`src/rtl/core/aes_ctr_pkg.sv`:
```
package aes_ctr_pkg;

    localparam int BLOCK_W   = 128;
    localparam int LEN_W     = 5;
    localparam int ROUNDS    = 10;
    localparam int CFG_IDX_W = 2;

    typedef enum logic [CFG_IDX_W-1:0] {
        REG_KEY_UPPER = 2'd0,
        REG_KEY_LOWER = 2'd1,
        REG_IV_UPPER  = 2'd2,
        REG_IV_LOWER  = 2'd3
    } cfg_reg_t;

    // one classified chunk waiting for its keystream block
    typedef struct packed {
        logic [BLOCK_W-1:0] data;
        logic [LEN_W-1:0]   nbytes;
    } chunk_t;

    typedef logic [7:0] byte_t;

    localparam byte_t SBOX [256] = '{
        8'h63,8'h7c,8'h77,8'h7b,8'hf2,8'h6b,8'h6f,8'hc5,8'h30,8'h01,8'h67,8'h2b,8'hfe,8'hd7,8'hab,8'h76,
        8'hca,8'h82,8'hc9,8'h7d,8'hfa,8'h59,8'h47,8'hf0,8'had,8'hd4,8'ha2,8'haf,8'h9c,8'ha4,8'h72,8'hc0,
        8'hb7,8'hfd,8'h93,8'h26,8'h36,8'h3f,8'hf7,8'hcc,8'h34,8'ha5,8'he5,8'hf1,8'h71,8'hd8,8'h31,8'h15,
        8'h04,8'hc7,8'h23,8'hc3,8'h18,8'h96,8'h05,8'h9a,8'h07,8'h12,8'h80,8'he2,8'heb,8'h27,8'hb2,8'h75,
        8'h09,8'h83,8'h2c,8'h1a,8'h1b,8'h6e,8'h5a,8'ha0,8'h52,8'h3b,8'hd6,8'hb3,8'h29,8'he3,8'h2f,8'h84,
        8'h53,8'hd1,8'h00,8'hed,8'h20,8'hfc,8'hb1,8'h5b,8'h6a,8'hcb,8'hbe,8'h39,8'h4a,8'h4c,8'h58,8'hcf,
        8'hd0,8'hef,8'haa,8'hfb,8'h43,8'h4d,8'h33,8'h85,8'h45,8'hf9,8'h02,8'h7f,8'h50,8'h3c,8'h9f,8'ha8,
        8'h51,8'ha3,8'h40,8'h8f,8'h92,8'h9d,8'h38,8'hf5,8'hbc,8'hb6,8'hda,8'h21,8'h10,8'hff,8'hf3,8'hd2,
        8'hcd,8'h0c,8'h13,8'hec,8'h5f,8'h97,8'h44,8'h17,8'hc4,8'ha7,8'h7e,8'h3d,8'h64,8'h5d,8'h19,8'h73,
        8'h60,8'h81,8'h4f,8'hdc,8'h22,8'h2a,8'h90,8'h88,8'h46,8'hee,8'hb8,8'h14,8'hde,8'h5e,8'h0b,8'hdb,
        8'he0,8'h32,8'h3a,8'h0a,8'h49,8'h06,8'h24,8'h5c,8'hc2,8'hd3,8'hac,8'h62,8'h91,8'h95,8'he4,8'h79,
        8'he7,8'hc8,8'h37,8'h6d,8'h8d,8'hd5,8'h4e,8'ha9,8'h6c,8'h56,8'hf4,8'hea,8'h65,8'h7a,8'hae,8'h08,
        8'hba,8'h78,8'h25,8'h2e,8'h1c,8'ha6,8'hb4,8'hc6,8'he8,8'hdd,8'h74,8'h1f,8'h4b,8'hbd,8'h8b,8'h8a,
        8'h70,8'h3e,8'hb5,8'h66,8'h48,8'h03,8'hf6,8'h0e,8'h61,8'h35,8'h57,8'hb9,8'h86,8'hc1,8'h1d,8'h9e,
        8'he1,8'hf8,8'h98,8'h11,8'h69,8'hd9,8'h8e,8'h94,8'h9b,8'h1e,8'h87,8'he9,8'hce,8'h55,8'h28,8'hdf,
        8'h8c,8'ha1,8'h89,8'h0d,8'hbf,8'he6,8'h42,8'h68,8'h41,8'h99,8'h2d,8'h0f,8'hb0,8'h54,8'hbb,8'h16
    };

    localparam byte_t RCON [ROUNDS] = '{
        8'h01,8'h02,8'h04,8'h08,8'h10,8'h20,8'h40,8'h80,8'h1b,8'h36
    };

    function automatic byte_t xtime(input byte_t x);
        return {x[6:0], 1'b0} ^ (x[7] ? 8'h1b : 8'h00);
    endfunction

    // bytes numbered as in the standard: byte 0 in bits 127:120
    function automatic logic [BLOCK_W-1:0] sub_shift(input logic [BLOCK_W-1:0] s);
        logic [BLOCK_W-1:0] o;
        o = '0;
        for (int c = 0; c < 4; c++) begin
            for (int r = 0; r < 4; r++) begin
                o[BLOCK_W-1-8*(r+4*c) -: 8] =
                    SBOX[s[BLOCK_W-1-8*(r+4*((c+r)%4)) -: 8]];
            end
        end
        return o;
    endfunction

    function automatic logic [BLOCK_W-1:0] mix_columns(input logic [BLOCK_W-1:0] s);
        logic [BLOCK_W-1:0] o;
        byte_t a0, a1, a2, a3, all;
        o = '0;
        for (int c = 0; c < 4; c++) begin
            a0 = s[BLOCK_W-1-32*c -: 8];
            a1 = s[BLOCK_W-9-32*c -: 8];
            a2 = s[BLOCK_W-17-32*c -: 8];
            a3 = s[BLOCK_W-25-32*c -: 8];
            all = a0 ^ a1 ^ a2 ^ a3;
            o[BLOCK_W-1-32*c -: 8]  = a0 ^ all ^ xtime(a0 ^ a1);
            o[BLOCK_W-9-32*c -: 8]  = a1 ^ all ^ xtime(a1 ^ a2);
            o[BLOCK_W-17-32*c -: 8] = a2 ^ all ^ xtime(a2 ^ a3);
            o[BLOCK_W-25-32*c -: 8] = a3 ^ all ^ xtime(a3 ^ a0);
        end
        return o;
    endfunction

    function automatic logic [BLOCK_W-1:0] next_round_key(input logic [BLOCK_W-1:0] k,
                                                          input byte_t rc);
        logic [31:0] w0, w1, w2, w3, t;
        w0 = k[127:96];
        w1 = k[95:64];
        w2 = k[63:32];
        w3 = k[31:0];
        t = {SBOX[w3[23:16]] ^ rc, SBOX[w3[15:8]], SBOX[w3[7:0]], SBOX[w3[31:24]]};
        w0 = w0 ^ t;
        w1 = w1 ^ w0;
        w2 = w2 ^ w1;
        w3 = w3 ^ w2;
        return {w0, w1, w2, w3};
    endfunction

endpackage

```
`src/rtl/core/aes_ctr_front.sv`:
```
// Accepts chunks, keeps the counter, and issues one counter block per chunk.
module aes_ctr_front (
    input  logic                                aclk,
    input  logic                                aresetn,
    input  logic                                in_valid,
    output logic                                in_ready,
    input  logic [aes_ctr_pkg::BLOCK_W-1:0]     in_data,
    input  logic [aes_ctr_pkg::LEN_W-1:0]       in_nbytes,
    input  logic                                in_start,
    input  logic [aes_ctr_pkg::BLOCK_W-1:0]     iv,
    output logic                                out_valid,
    input  logic                                out_ready,
    output logic [aes_ctr_pkg::BLOCK_W-1:0]     out_ctr,
    output aes_ctr_pkg::chunk_t                 out_chunk
);
    logic [aes_ctr_pkg::BLOCK_W-1:0] ctr_reg, ctr_next, ctr_use;
    logic [aes_ctr_pkg::BLOCK_W-1:0] oct_reg;
    aes_ctr_pkg::chunk_t              och_reg;
    logic                             ov_reg;
    logic [aes_ctr_pkg::LEN_W-1:0]    n_sat;
    logic                             take;

    assign in_ready  = !ov_reg || out_ready;
    assign take      = in_valid && in_ready;
    assign out_valid = ov_reg;
    assign out_ctr   = oct_reg;
    assign out_chunk = och_reg;

    always_comb begin
        ctr_use  = in_start ? iv : ctr_reg;
        ctr_next = ctr_use + aes_ctr_pkg::BLOCK_W'(1);
        if (in_nbytes == '0) begin
            n_sat = aes_ctr_pkg::LEN_W'(1);
        end else if (in_nbytes > aes_ctr_pkg::LEN_W'(16)) begin
            n_sat = aes_ctr_pkg::LEN_W'(16);
        end else begin
            n_sat = in_nbytes;
        end
    end

    always_ff @(posedge aclk) begin
        if (!aresetn) begin
            ctr_reg <= '0;
            ov_reg  <= 1'b0;
        end else begin
            if (take) begin
                ctr_reg <= ctr_next;
            end
            if (in_ready) begin
                ov_reg <= in_valid;
            end
        end
        if (take) begin
            oct_reg        <= ctr_use;
            och_reg.data   <= in_data;
            och_reg.nbytes <= n_sat;
        end
    end
endmodule

```
`config.mk`:
```
export PLATFORM = sky130hd
export DESIGN_NAME = aes_ctr_front
export DESIGN_NICKNAME = d
export VERILOG_FILES = /design/src/rtl/core/aes_ctr_pkg.sv /design/src/rtl/core/aes_ctr_front.sv
export SDC_FILE = /design/constraint.sdc
export NUM_CORES = 1
export LEC_CHECK = 0
export BUFFER_PORTS_ARGS = -buffer_cell sky130_fd_sc_hd__buf_2
export CAP_MARGIN = 20
export CORE_AREA = 2 2 247 249
export CTS_BUF_LIST = sky130_fd_sc_hd__clkbuf_4 sky130_fd_sc_hd__clkbuf_8 sky130_fd_sc_hd__clkbuf_16
export CTS_CLUSTER_SIZE = 14
export DETAILED_ROUTE_END_ITERATION = 8
export DIE_AREA = 0 0 249 251
export GPL_TIMING_DRIVEN = 0
export PLACE_DENSITY_LB_ADDON = 0.25
export SYNTH_ARGS = -nofsm -noshare
export SYNTH_HDL_FRONTEND = slang
export SYNTH_SLANG_ARGS = --single-unit
```
`constraint.sdc`:
```
create_clock -name aclk -period 11.7 [get_ports aclk]
set_clock_uncertainty 0.1 [all_clocks]
set_input_delay 2.34 -clock aclk [delete_from_list [all_inputs] [get_ports aclk]]
set_output_delay 2.34 -clock aclk [all_outputs]
set_load 0.01 [all_outputs]
```
==> reports/results.txt <==
Reg2Reg Setup Slack - 7280 ps
Yosys reg bits - 390
FF-to-FF Start - ctr_reg[0]
Crit path depth - 18
initial drt markers - 2150
Crit-path slowest cell - nor4_4
CORE AREA - 59790 µm²
prevailing post-synth register cell - edfxtp_1
Max VDD drop - 0.00009590 V
TNS Setup - 0 ps
largest net degree at the start of global routing - 41
dpl hpwl - 71.73 mm
setup violators final - 0
WL/cell - 30.17 µm
CTS Hold Buffers Added - 0
Cell Area, Synth - 18930 µm²
IO Count - 529
worst-margin pin slew - 1163 ps
Skew-Pair Late Insertion Delay - 600 ps
GRT Residual Overflow - 0
clock sinks - 390
crit path DAT - 9170 ps
syn_area_per_cell - 11.00 µm²
residual antenna-violating net count after detailed routing - 0
Hold WC Path Type - reg2reg
Nets - 2577
CTS max path bufs - 3
top cell type's share of synthesized area - 41.40%
CP startpoint - in_start
row count - 90
Worst Path Required - 12070 ps
slew margin rel. - 22.50%
Root Buffer - clkbuf_16
FFs w/ async S/R, synth - 0%
startpoint types - input pin
pwr/cell area - 148.0 nW/µm²
DR WL met2 - 44.39 mm
number of global-route vias before repair - 17730
fin crit share - 75.23%
Crit Path Max Fanout - 10
count leader, synth - edfxtp_1
Synth Net Count - 1990
Die Height - 251 µm
DR top layer - met5
met1 wire length - 36.22 mm
initial antenna violation count - 13
fin. max-slew vios - 0
first-pass GRT wire length - 130.5 mm
Post-Syn Instances - 1721
critical path endpoint - ctr_reg[122]
Cell variety after synth - 76
Synth Warn # - 0
all-layer global routing usage - 29.07%
post-CTS resize count - 0
Area contributors post-synth - edfxtp_1 41%, dfxtp_1 14%, mux2_2 4.6%
vias per inst - 5.862
critical-path cell list - buf_6 -> buf_6 -> buf_6 -> buf_6 -> buf_4 -> buf_2 -> buf_2 -> buf_2 -> buf_2 -> mux2_2 -> ha_1 -> inv_1 -> a211oi_2 -> nand4_1 -> nor4_4 -> nand3_1 -> mux2_1 -> a221o_1
register area share after synthesis - 55.05%
CP max stage delay - 1080 ps
Die X - 249 µm
status - completed
DR pass1 iterations - 7
H-tree depth - 2
placed instance count - 3040
post-route cell area - 24340 µm²
drt total wl - 94.46 mm
wire length on met3 - 9.377 mm
Vias - 18350
Post-CTS Setup Inserts - 0
Fin. Hold Viols - 0
routability cong. - 0.9982
clock-pin slew on the worst setup and hold paths - 50 ps
Largest register FFs - 133
fmax - 113.6 MHz
synthesis-to-finish area growth - 28.59%
Synth area leader - edfxtp_1
fin cells - 3131
RSZ-0062 raised after global routing - no
worst r2r path cells - 10
crit path capture type - flip-flop
CTS tree - built
Placed Area - 22740 µm²
Fillers - 5864
share of cells above drive strength 1 - 32.69%
cell family with most CP delay - buffers and inverters
critical setup path kind - in2reg
# DRC - 0
input/output buffers - 526
Buf+Inv Stages, Crit Path - 10
total die area - 62500 µm²
top cells by count, synth - 261 x edfxtp_1, 189 x nand2_1, 173 x nand3_1
P_leak - 9.520 nW
maxcap violations - 0
reg2reg end - ctr_reg[122]
number of flops mapped to enable cells by yosys - 261
Starting Density - 31.66%
CTS buffer count - 45
Min Clock Period, post-route - 8802 ps
[cell usage in the layout (no fill, tap or decap), types with 22 or more instances in the layout]
cell type / instances
buf_2: 545
edfxtp_1: 261
nand2_1: 189
nand3_1: 173
dfxtp_1: 129
nand4_1: 93
mux2_2: 78
inv_1: 57
nor2_1: 57
mux2i_1: 55
clkbuf_1: 51
o21ai_0: 50
a21oi_1: 47
clkbuf_16: 47
nand3b_1: 38
xnor2_1: 36
nor3_1: 34
xor2_1: 27
nand4b_1: 23
nor4_1: 22
[through the flow]
stage | hold slack, ps | worst slack, ps | utilization (%) | power [mW]
4_1_cts | 355.3 | 3196 | 40.63 | 3.622
2_1_floorplan | 321.2 | 329.6 | - | 1.864
6_report | 352.6 | 2898 | 40.71 | 3.603
5_1_grt | 364.4 | 2928 | 40.68 | 3.709
3_3_place_gp | 338.5 | -4659 | 37.70 | 2.120
3_5_place_dp | 343.5 | 2580 | 38.03 | 2.107
[report_power, final]
part	total, mW	internal, mW	leakage (nW)	switching (mW)
clock network	1.51	0.904	0.768	0.609
logic	0.473	0.160	5.13	0.313
registers	1.62	1.57	3.62	0.0447
[routing by layer]
| layer | track usage (%) | vias up |
|---|---|---|
| met5 | 0 | - |
| met3 | 7.414 | 269 |
| met4 | 12.90 | 12 |
| li1 | - | 7813 |
| met1 | 35.62 | 9044 |
| met2 | 48.34 | 1216 |
[layout make-up]
| cell class | instances | area, µm² | area share (%) |
|---|---|---|---|
| flip-flops and latches | 390 | 10420 | 42.81 |
| multi-input cells | 1183 | 7840 | 32.21 |
| repair buffers | 540 | 2860 | 11.75 |
| clock buffers | 53 | 1227 | 5.043 |
| well taps | 782 | 978.4 | 4.020 |
| plain buffers | 90 | 452.9 | 1.861 |
| clock inverters | 29 | 329.1 | 1.352 |
| inverters | 58 | 217.7 | 0.8944 |
| diodes | 6 | 15.01 | 0.06168 |
[cells by family (layout without fill, tap and decap cells)]
logic type	count (synthesis)	after routing	share of synthesized area, %
simple gates	734	734	21.34
other cells	0	6	0
mux	134	134	7.608
fa+ha+maj	3	3	0.1983
xor+xnor	63	63	2.915
compound gates	249	249	9.360
flops	390	390	55.05
buf+inv	148	770	3.536
[worst reg2reg max path: cells and delay by family (launching register included)]
| kind | cells | cell delay, ps |
|---|---|---|
| muxes | 2 | 550 |
| buffers and inverters | 2 | 190 |
| and+or+nand+nor | 3 | 2100 |
| AOI/OAI and AO/OA | 2 | 780 |
| adders and majority gates | 1 | 230 |
| DFF | 1 | 360 |
[worst min path at each step]
stage                      start      endpoint  slack, ps  cells after the start
finish              ctr_reg[126]  ctr_reg[126]        350                      2
global route        ctr_reg[126]  ctr_reg[126]        360                      2
CTS                  ctr_reg[86]   ctr_reg[86]        360                      2
detailed placement  ctr_reg[126]  ctr_reg[126]        340                      2
global placement     ctr_reg[86]   ctr_reg[86]        340                      2
floorplan           ctr_reg[127]  ctr_reg[127]        320                      2
Power figures use the tool's default switching activity.
