$ cat src/rtl/core/aes_ctr_fifo.sv
// Short queue between front and back.
module aes_ctr_fifo #(
    parameter int WIDTH = 8,
    parameter int DEPTH = 2
) (
    input  logic             aclk,
    input  logic             aresetn,
    input  logic             in_valid,
    output logic             in_ready,
    input  logic [WIDTH-1:0] in_data,
    output logic             out_valid,
    input  logic             out_ready,
    output logic [WIDTH-1:0] out_data
);
    localparam int AW = (DEPTH > 1) ? $clog2(DEPTH) : 1;
    logic [WIDTH-1:0] mem_reg [DEPTH];
    logic [AW-1:0]    wp_reg, rp_reg;
    logic [AW:0]      cnt_reg;
    logic             wr, rd;

    assign in_ready  = cnt_reg != (AW+1)'(DEPTH);
    assign out_valid = cnt_reg != '0;
    assign out_data  = mem_reg[rp_reg];
    assign wr = in_valid && in_ready;
    assign rd = out_valid && out_ready;

    always_ff @(posedge aclk) begin
        if (!aresetn) begin
            wp_reg  <= '0;
            rp_reg  <= '0;
            cnt_reg <= '0;
        end else begin
            if (wr) begin
                wp_reg <= (wp_reg == AW'(DEPTH-1)) ? '0 : wp_reg + AW'(1);
            end
            if (rd) begin
                rp_reg <= (rp_reg == AW'(DEPTH-1)) ? '0 : rp_reg + AW'(1);
            end
            cnt_reg <= cnt_reg + (AW+1)'(wr) - (AW+1)'(rd);
        end
        if (wr) begin
            mem_reg[wp_reg] <= in_data;
        end
    end
endmodule

$ cat config.mk
export PLATFORM = sky130hd
export DESIGN_NAME = aes_ctr_fifo
export DESIGN_NICKNAME = d
export VERILOG_FILES = /design/src/rtl/core/aes_ctr_fifo.sv
export SDC_FILE = /design/constraint.sdc
export NUM_CORES = 1
export LEC_CHECK = 0
export ABC_AREA = 1
export BUFFER_PORTS_ARGS = -buffer_cell sky130_fd_sc_hd__buf_4
export CAP_MARGIN = 20
export CORE_ASPECT_RATIO = 1.1
export CORE_MARGIN = 2
export CORE_UTILIZATION = 49
export DETAILED_ROUTE_END_ITERATION = 8
export PLACE_DENSITY_LB_ADDON = 0.3
export SLEW_MARGIN = 30
export SYNTH_ARGS = -nofsm -noshare
export SYNTH_HDL_FRONTEND = slang
export SYNTH_SLANG_ARGS = --single-unit
$ cat constraint.sdc
create_clock -name aclk -period 1.5 [get_ports aclk]
set_input_delay 0.15 -clock aclk [delete_from_list [all_inputs] [get_ports aclk]]
set_output_delay 0.15 -clock aclk [all_outputs]
set_load 0.01 [all_outputs]
==> results of run 1 <==
worst max-delay path: stages (launching register included):
cell     delay, ns
dfxtp_2       0.36
inv_1         0.06
nand2_2       0.08
nand2_4       0.08
xnor2_2       0.17
ha_2          0.21
inv_1         0.05
nand2_1       0.07
nand2_1       0.07
a21oi_1       0.13
nor2_1        0.06
timing repair:
item | in CTS | in global routing
pin swaps | 0 | 1
setup endpoints to repair | 8 | 1
endpoints found under the hold margin | 0 | 0
gates resized for setup | 1 | 4
cells by family after synthesis:
group | count (synthesis) | synth area share (%)
buf+inv | 8 | 3.77
flops | 21 | 69.9
fa+ha+maj | 1 | 1.51
mux | 8 | 10.8
xor+xnor | 1 | 1.05
compound gates | 1 | 0.602
simple gates | 21 | 12.3
Yosys cell counts:
cell type	count	area, um2
dfxtp_1	5	100
inv_1	7	26.3
nand2_1	9	33.8
mux2_1	3	33.8
ha_1	1	12.5
nor2_2	2	12.5
xnor2_1	1	8.76
mux2_2	5	56.3
nand3_1	1	5.00
a21oi_1	1	5.00
nor2_1	6	22.5
buf_2	1	5.00
edfxtp_1	16	480
nand2_2	1	6.26
nor2_4	1	11.3
nand2_4	1	11.3
power by group:
| part | internal (W) | total [W] | leakage, nW | switching (W) |
|---|---|---|---|---|
| clock | 0.0000998 | 0.000277 | 0.0177 | 0.000177 |
| combinational | 0.000330 | 0.000648 | 0.244 | 0.000318 |
| sequential | 0.000756 | 0.000831 | 0.192 | 0.0000755 |
path summary, 6_finish.rpt:
path | slack, ns | endpoint | start
min reg2reg | 0.52 | flip-flop | rp_reg
min | 0.01 | mem_reg[0][1] | in_data[1]
max | 0.07 | cnt_reg[1] | cnt_reg[0]
max reg2reg | 0.07 | cnt_reg[1] | cnt_reg[0]
cells in the final DEF (no fill, tap or decap):
| cell type | n |
|---|---|
| mux2_2 | 5 |
| edfxtp_1 | 16 |
| a21oi_1 | 1 |
| dfxtp_1 | 2 |
| dfxtp_2 | 3 |
| buf_4 | 25 |
| nor2_4 | 1 |
| nor2_2 | 2 |
| nor2_1 | 6 |
| nand3_1 | 1 |
| clkinv_2 | 1 |
| ha_2 | 1 |
| clkbuf_4 | 3 |
| nand2_1 | 9 |
| inv_1 | 7 |
| nand2_2 | 1 |
| mux2_1 | 3 |
| nand2_4 | 1 |
| xnor2_2 | 1 |
layout make-up:
class | instances | area [um2]
Fill cell | 117 | 500
Clock inverter | 1 | 5.00
Inverter | 7 | 26.3
Multi-Input combinational cell | 32 | 229
Sequential cell | 21 | 584
Tap cell | 17 | 21.3
Timing Repair Buffer | 25 | 188
Clock buffer | 3 | 22.5
per-stage QoR:
step	hold slack, ns	TNS [ns]	total power (W)	util [%]
final	0.0116	0	0.00176	68.3
after global routing	0.00878	-0.0357	0.00184	68.3
after CTS	0.0196	0	0.00172	67.5
after detailed placement	0.338	0	0.00146	65.6
after global placement	0.335	0	0.00142	65.6
after floorplan	0.243	0	0.00119	-
layer usage:
metal	track usage [%]	wire length, um	vias up	part of all wire, %
met4	10.9	47	0	3.1
li1	-	-	260	-
met3	3.46	71	6	4.7
met5	0	0	-	0
met1	15.3	516	259	34
met2	29.9	862	18	58
==> results.toml, run 1 <==
[placed_design]
io_buffer_count = 21
placed_area_mm2 = 0.00103
post-place-cells = 102
dpl.hpwl_um = 1080
post-place-ws_ns = 0.0964
place_congestion = 0.762

[worst_setup_path]
critPathArrivalTime_ns = 1.65
path_max_fanout = 6
endpoint_kind = "flip-flop"
cp.required_ns = 1.71
path_class = "reg2reg"
reg2reg_depth = 10
startpoint_type = "flip-flop"

[sta]
setup_violations = 0
slew_headroom_pct = 87.1
fin_ws_ns = 0.0658
worst-slew-pin-transition_ns = 0.193
finalHoldViolCount = 0
maxSlewViolCount = 0
fmax_mhz = 697
period_share_pct = 95.6
clock_skew_ns = 0.00548
period_needed_ns = 1.43

[yosys]
ys_ff_latch = 21
syn_nets = 74
postSynthCellCount = 61
syn-cell-area_um2 = 831
synth_cell_types = 16
ys_warn_count = 0
ys_seq_area_share_pct = 69.9
avgSynthCellArea_um2 = 13.6

[floorplan]
start_util_pct = 52.7
ios = 22
core_area_mm2 = 0.00158
die_w_um = 43.3
fp.dieArea_mm2 = 0.00204
fp.dieH_um = 47.2
rows = 15

[global_route]
grt_pass1_vias = 522
grt_pass1_wl_um = 2150
grt_max_degree = 13
grt.total_usage_pct = 15.7
antenna_found_initial = 0
grt-ovfl-total = 0

[clocking]
cts_tree = "done"
hold_buffers = 0
postCtsSetupBuffers = 0
clkTransAtPathRegs_ns = 0.12
clk_latency_ns = 0.31
cts_root_buf = "clkbuf_4"
clockBufferDepth = 2
numCtsBuffers = 3
htree_num_levels = 1
cts.sink_count = 21

[power]
power_per_cell_area_mw_per_mm2 = 1630
ir_drop_mv = 1.17
p_leak_nw = 0.454

[finish]
finalNonFillerCells = 106
nNetsFinal = 103
largest_reg_flops = 16
n_antenna_cell = 0
syn2layout_area_growth_pct = 29.5
final_cell_area_mm2 = 0.00108
drive_gt1_share_pct = 49.4

[routing]
drt_iter0_markers = 7
drt_wl_total_um = 1500
wl_per_cell_um = 14.1
dr.pass1.iters = 3
ant_nets = 0
num_vias = 543
avgViaCountPerCell = 5.12
drc = 0

[worst_hold_path]
min_path_cells = 1
min_path_type = "in2reg"

[outcome]
outcome = "finished clean"

[flow_run]
maxCapViolCount = 0
Power figures use the tool's default switching activity.
==> inputs of run 2 (changes only) <==
--- a/config.mk
+++ b/config.mk
@@ -10,7 +10,7 @@
 export CAP_MARGIN = 20
 export CORE_ASPECT_RATIO = 1.1
 export CORE_MARGIN = 2
-export CORE_UTILIZATION = 49
+export CORE_UTILIZATION = 45
 export DETAILED_ROUTE_END_ITERATION = 8
 export PLACE_DENSITY_LB_ADDON = 0.3
 export SLEW_MARGIN = 30
==> results.toml, run 2 (synthesis results as in run 1) <==
[global_route]
grt-ovfl-total = 0
antenna_found_initial = 0
grt.total_usage_pct = 11.6
grt_max_degree = 12
grt_pass1_vias = 454
grt_pass1_wl_um = 1810

[worst_setup_path]
path_class = "reg2out"
r2r_start = "cnt_reg[1]"
startpoint_type = "flip-flop"
cp.required_ns = 1.35
endpoint_kind = "output pin"
path_max_fanout = 8
critPathArrivalTime_ns = 1.23

[floorplan]
core_area_mm2 = 0.00176
fp.dieH_um = 49.1
start_util_pct = 47.2
die_w_um = 45.0
fp.dieArea_mm2 = 0.00221
ios = 22
rows = 16

[finish]
syn2layout_area_growth_pct = 26.4
n_antenna_cell = 0
largest_reg_flops = 16
drive_gt1_share_pct = 43.7
final_cell_mix = "23 x buf_4, 16 x edfxtp_1, 9 x nand2_1"
layout_commonest_cell = "buf_4"
finalNonFillerCells = 105
nNetsFinal = 101

[routing]
drt_iter0_markers = 9
drt_wl_total_um = 1150
ant_nets = 0
num_vias = 497
avgViaCountPerCell = 4.73
drc = 0
dr.pass1.iters = 3
wl_per_cell_um = 11.0

[power]
power_per_cell_area_mw_per_mm2 = 1580
power.total_w = 0.00166
ir_drop_mv = 0.762
p_leak_nw = 0.437

[placed_design]
io_buffer_count = 21
place_congestion = 0.713
dpl.hpwl_um = 872
post-place-ws_ns = 0.127
post-place-cells = 101

[sta]
fmax_mhz = 723
period_share_pct = 92.2
maxSlewViolCount = 0
period_needed_ns = 1.38
finalHoldViolCount = 0
slew_headroom_pct = 87.1
clock_skew_ns = 0.00485
worst-slew-pin-transition_ns = 0.193
fin_ws_ns = 0.118
setup_violations = 0

[worst_hold_path]
hp-start = "in_data[5]"
min_path_type = "in2reg"

[clocking]
hold_buffers = 0
cts_tree = "done"
htree_num_levels = 1
clkTransAtPathRegs_ns = 0.11
cts_root_buf = "clkbuf_4"
numCtsBuffers = 3
clockBufferDepth = 2
cts.sink_count = 21
clk_latency_ns = 0.29

[flow_run]
maxCapViolCount = 0

[outcome]
outcome = "finished clean"
[run 2: timing repair]
action / CTS / global route
setup endpoints to repair: 8 / 1
resized for setup: 1 / 1
buffers inserted: 0 / 0
hold endpoints to repair: 0 / 0
[run 2: through the flow]
stage | setup TNS [ns] | area (um2) | utilization [%] | hold WS (ns)
2_1_floorplan | 0 | 831 | - | 0.243
3_3_place_gp | 0 | 1020 | 58.0 | 0.336
3_5_place_dp | 0 | 1020 | 58.0 | 0.338
4_1_cts | 0 | 1050 | 59.5 | 0.0218
5_1_grt | -0.00571 | 1050 | 59.6 | 0.00593
6_report | 0 | 1050 | 59.6 | 0.0356
[run 2: where the power goes]
part,switching [W],internal (W)
clock,0.000151,0.000103
sequential,0.0000712,0.000753
combinational,0.000287,0.000298
total,0.000509,0.00115
[run 2: layout make-up]
| cell class | instances | area (um2) |
|---|---|---|
| clock buffer | 4 | 26.3 |
| fill | 160 | 712 |
| inverter | 7 | 26.3 |
| multi-input combinational | 32 | 219 |
| sequential | 21 | 583 |
| tap | 18 | 22.5 |
| timing repair buffer | 23 | 173 |
[run 2: critical path: stages, from the launching register on]
cell and delay [ns]:
dfxtp_2 0.45, mux2_2 0.36, buf_4 0.14
[run 2: per-layer routing]
| layer | wire [um] | global-route usage (%) | part of all wire (%) |
|---|---|---|---|
| met1 | 435 | 11.8 | 38 |
| met2 | 630 | 19.5 | 55 |
| met3 | 76 | 3.70 | 6.6 |
| met4 | 12 | 7.35 | 1.0 |
| met5 | 0 | 0 | 0 |
[run 2: worst paths after layout]
| check | end | slack [ns] | depth (start not counted) |
|---|---|---|---|
| min | mem_reg[1][5] | 0.04 | 1 |
| min reg2reg | flip-flop | 0.52 | 2 |
| max | out_data[7] | 0.12 | 2 |
| max reg2reg | cnt_reg[1] | 0.13 | 9 |
==> inputs of run 3 (changes only) <==
--- a/config.mk
+++ b/config.mk
@@ -9,9 +9,10 @@
 export BUFFER_PORTS_ARGS = -buffer_cell sky130_fd_sc_hd__buf_4
 export CAP_MARGIN = 20
 export CORE_ASPECT_RATIO = 1.1
-export CORE_MARGIN = 2
 export CORE_UTILIZATION = 45
 export DETAILED_ROUTE_END_ITERATION = 8
+export GPL_TIMING_DRIVEN = 0
+export HOLD_SLACK_MARGIN = 0.08
 export PLACE_DENSITY_LB_ADDON = 0.3
 export SLEW_MARGIN = 30
 export SYNTH_ARGS = -nofsm -noshare
==> results.toml, run 3 (synthesis results as in run 1) <==
[finish]
drive_gt1_share_pct = 41.1
n_antenna_cell = 0
syn2layout_area_growth_pct = 37.3
largest_reg_flops = 16
nNetsFinal = 109
final_cell_mix = "22 x buf_4, 16 x edfxtp_1, 9 x nand2_1, 9 x dlygate4sd3_1, 7 x inv_1"
layout_commonest_cell = "buf_4"

[routing]
drt_wl_total_um = 1310
dr.pass1.iters = 4
wl_per_cell_um = 11.7
avgViaCountPerCell = 4.79
num_vias = 537
drt_iter0_markers = 7
drc = 0
ant_nets = 0

[clocking]
cts.sink_count = 21
cts_root_buf = "clkbuf_4"
postCtsSetupBuffers = 0
clkTransAtPathRegs_ns = 0.11
cts_tree = "done"
htree_num_levels = 1
clockBufferDepth = 2
numCtsBuffers = 3
clk_latency_ns = 0.29

[sta]
worst-slew-pin-transition_ns = 0.461
finalHoldViolCount = 0
fmax_mhz = 714
period_share_pct = 93.3
setup_violations = 0
clock_skew_ns = 0.00297
slew_headroom_pct = 69.2
tns_ns = 0
fin_ws_ns = 0.100
maxSlewViolCount = 0
period_needed_ns = 1.40

[global_route]
grt-ovfl-total = 0
antenna_found_initial = 0
grt.total_usage_pct = 14.7
grt_max_degree = 12
grt_pass1_wl_um = 2030
grt_pass1_vias = 500

[worst_setup_path]
endpoint_kind = "output pin"
reg2reg_depth = 11
reg2reg_slack_ns = 0.15
path_class = "reg2out"
startpoint_type = "flip-flop"
path_max_fanout = 8
r2r_start = "cnt_reg[0]"
critPathArrivalTime_ns = 1.25
timing.rr.end = "cnt_reg[1]"
cp.required_ns = 1.35
crit_path_end = "out_data[2]"

[worst_hold_path]
min_path_type = "in2reg"

[power]
p_leak_nw = 0.475
ir_drop_mv = 0.931
power_per_cell_area_mw_per_mm2 = 1490

[floorplan]
die_w_um = 43.0
fp.dieArea_mm2 = 0.00202
rows = 15
core_area_mm2 = 0.00165
fp.dieH_um = 47.1
start_util_pct = 50.3
ios = 22

[outcome]
outcome = "finished clean"

[placed_design]
dpl.hpwl_um = 905
place_congestion = 0.673
post-place-ws_ns = 0.00734
io_buffer_count = 21

[flow_run]
maxCapViolCount = 0
==> run 3: changes by cell type in the layout (fill, tap and decap cells not counted) <==
cell / change
nor2_2: +1
xnor2_2: +1
nor2_1: -1
xnor2_1: -1
buf_4: -1
dlygate4sd3_1: +9
==> run 3: timing repair <==
action	4_1_cts	5_1_grt
hold buffers	9	0
endpoints found under the hold margin	17	0
resized for setup	1	5
endpoints found under the setup margin	8	9
==> run 3: where the power goes <==
group          switching (W)  internal (W)
clock network       0.000151      0.000103
logic               0.000318      0.000322
registers          0.0000516      0.000754
total               0.000520       0.00118
==> run 3: how the worst min path moves through the flow <==
stage | end | depth (start not counted) | slack [ns] | start
after floorplan | cnt_reg[0] | 2 | 0.24 | aresetn
after global placement | mem_reg[1][0] | 1 | 0.34 | in_data[0]
after detailed placement | mem_reg[0][6] | 1 | 0.34 | in_data[6]
after CTS | wp_reg | 5 | 0.23 | in_valid
after global routing | wp_reg | 5 | 0.26 | in_valid
final | wp_reg | 5 | 0.24 | in_valid
==> run 3: layout make-up <==
type,instances,area (um2)
clock buffers,4,26.3
multi-input cells,32,229
plain buffers,1,7.51
flip-flops and latches,21,583
well taps,17,21.3
repair buffers,30,248
fillers,125,510
inverters,7,26.3
==> run 3: metrics by stage <==
stage,utilization [%],hold WS (ns),instances,total power [W],instance area (um2)
6_report,69.1,0.242,112,0.00170,1140
5_1_grt,69.1,0.258,112,0.00182,1140
4_1_cts,68.3,0.229,112,0.00170,1130
3_5_place_dp,61.1,0.337,99,0.00142,1010
3_3_place_gp,61.1,0.335,99,0.00140,1010
2_1_floorplan,-,0.243,61,0.00119,831
==> run 3: critical path: stages, from the launching register on <==
cell and delay, ns:
dfxtp_1 0.32, buf_4 0.16, mux2_2 0.34, buf_4 0.14
==> run 3: per-layer routing <==
layer / vias to the layer above / global-route usage [%] / share of wire, %
li1: 273 / - / -
met1: 249 / 14.0 / 36
met2: 13 / 28.2 / 59
met3: 2 / 4.62 / 4.1
met4: 0 / 9.09 / 0.92
met5: - / 0 / 0
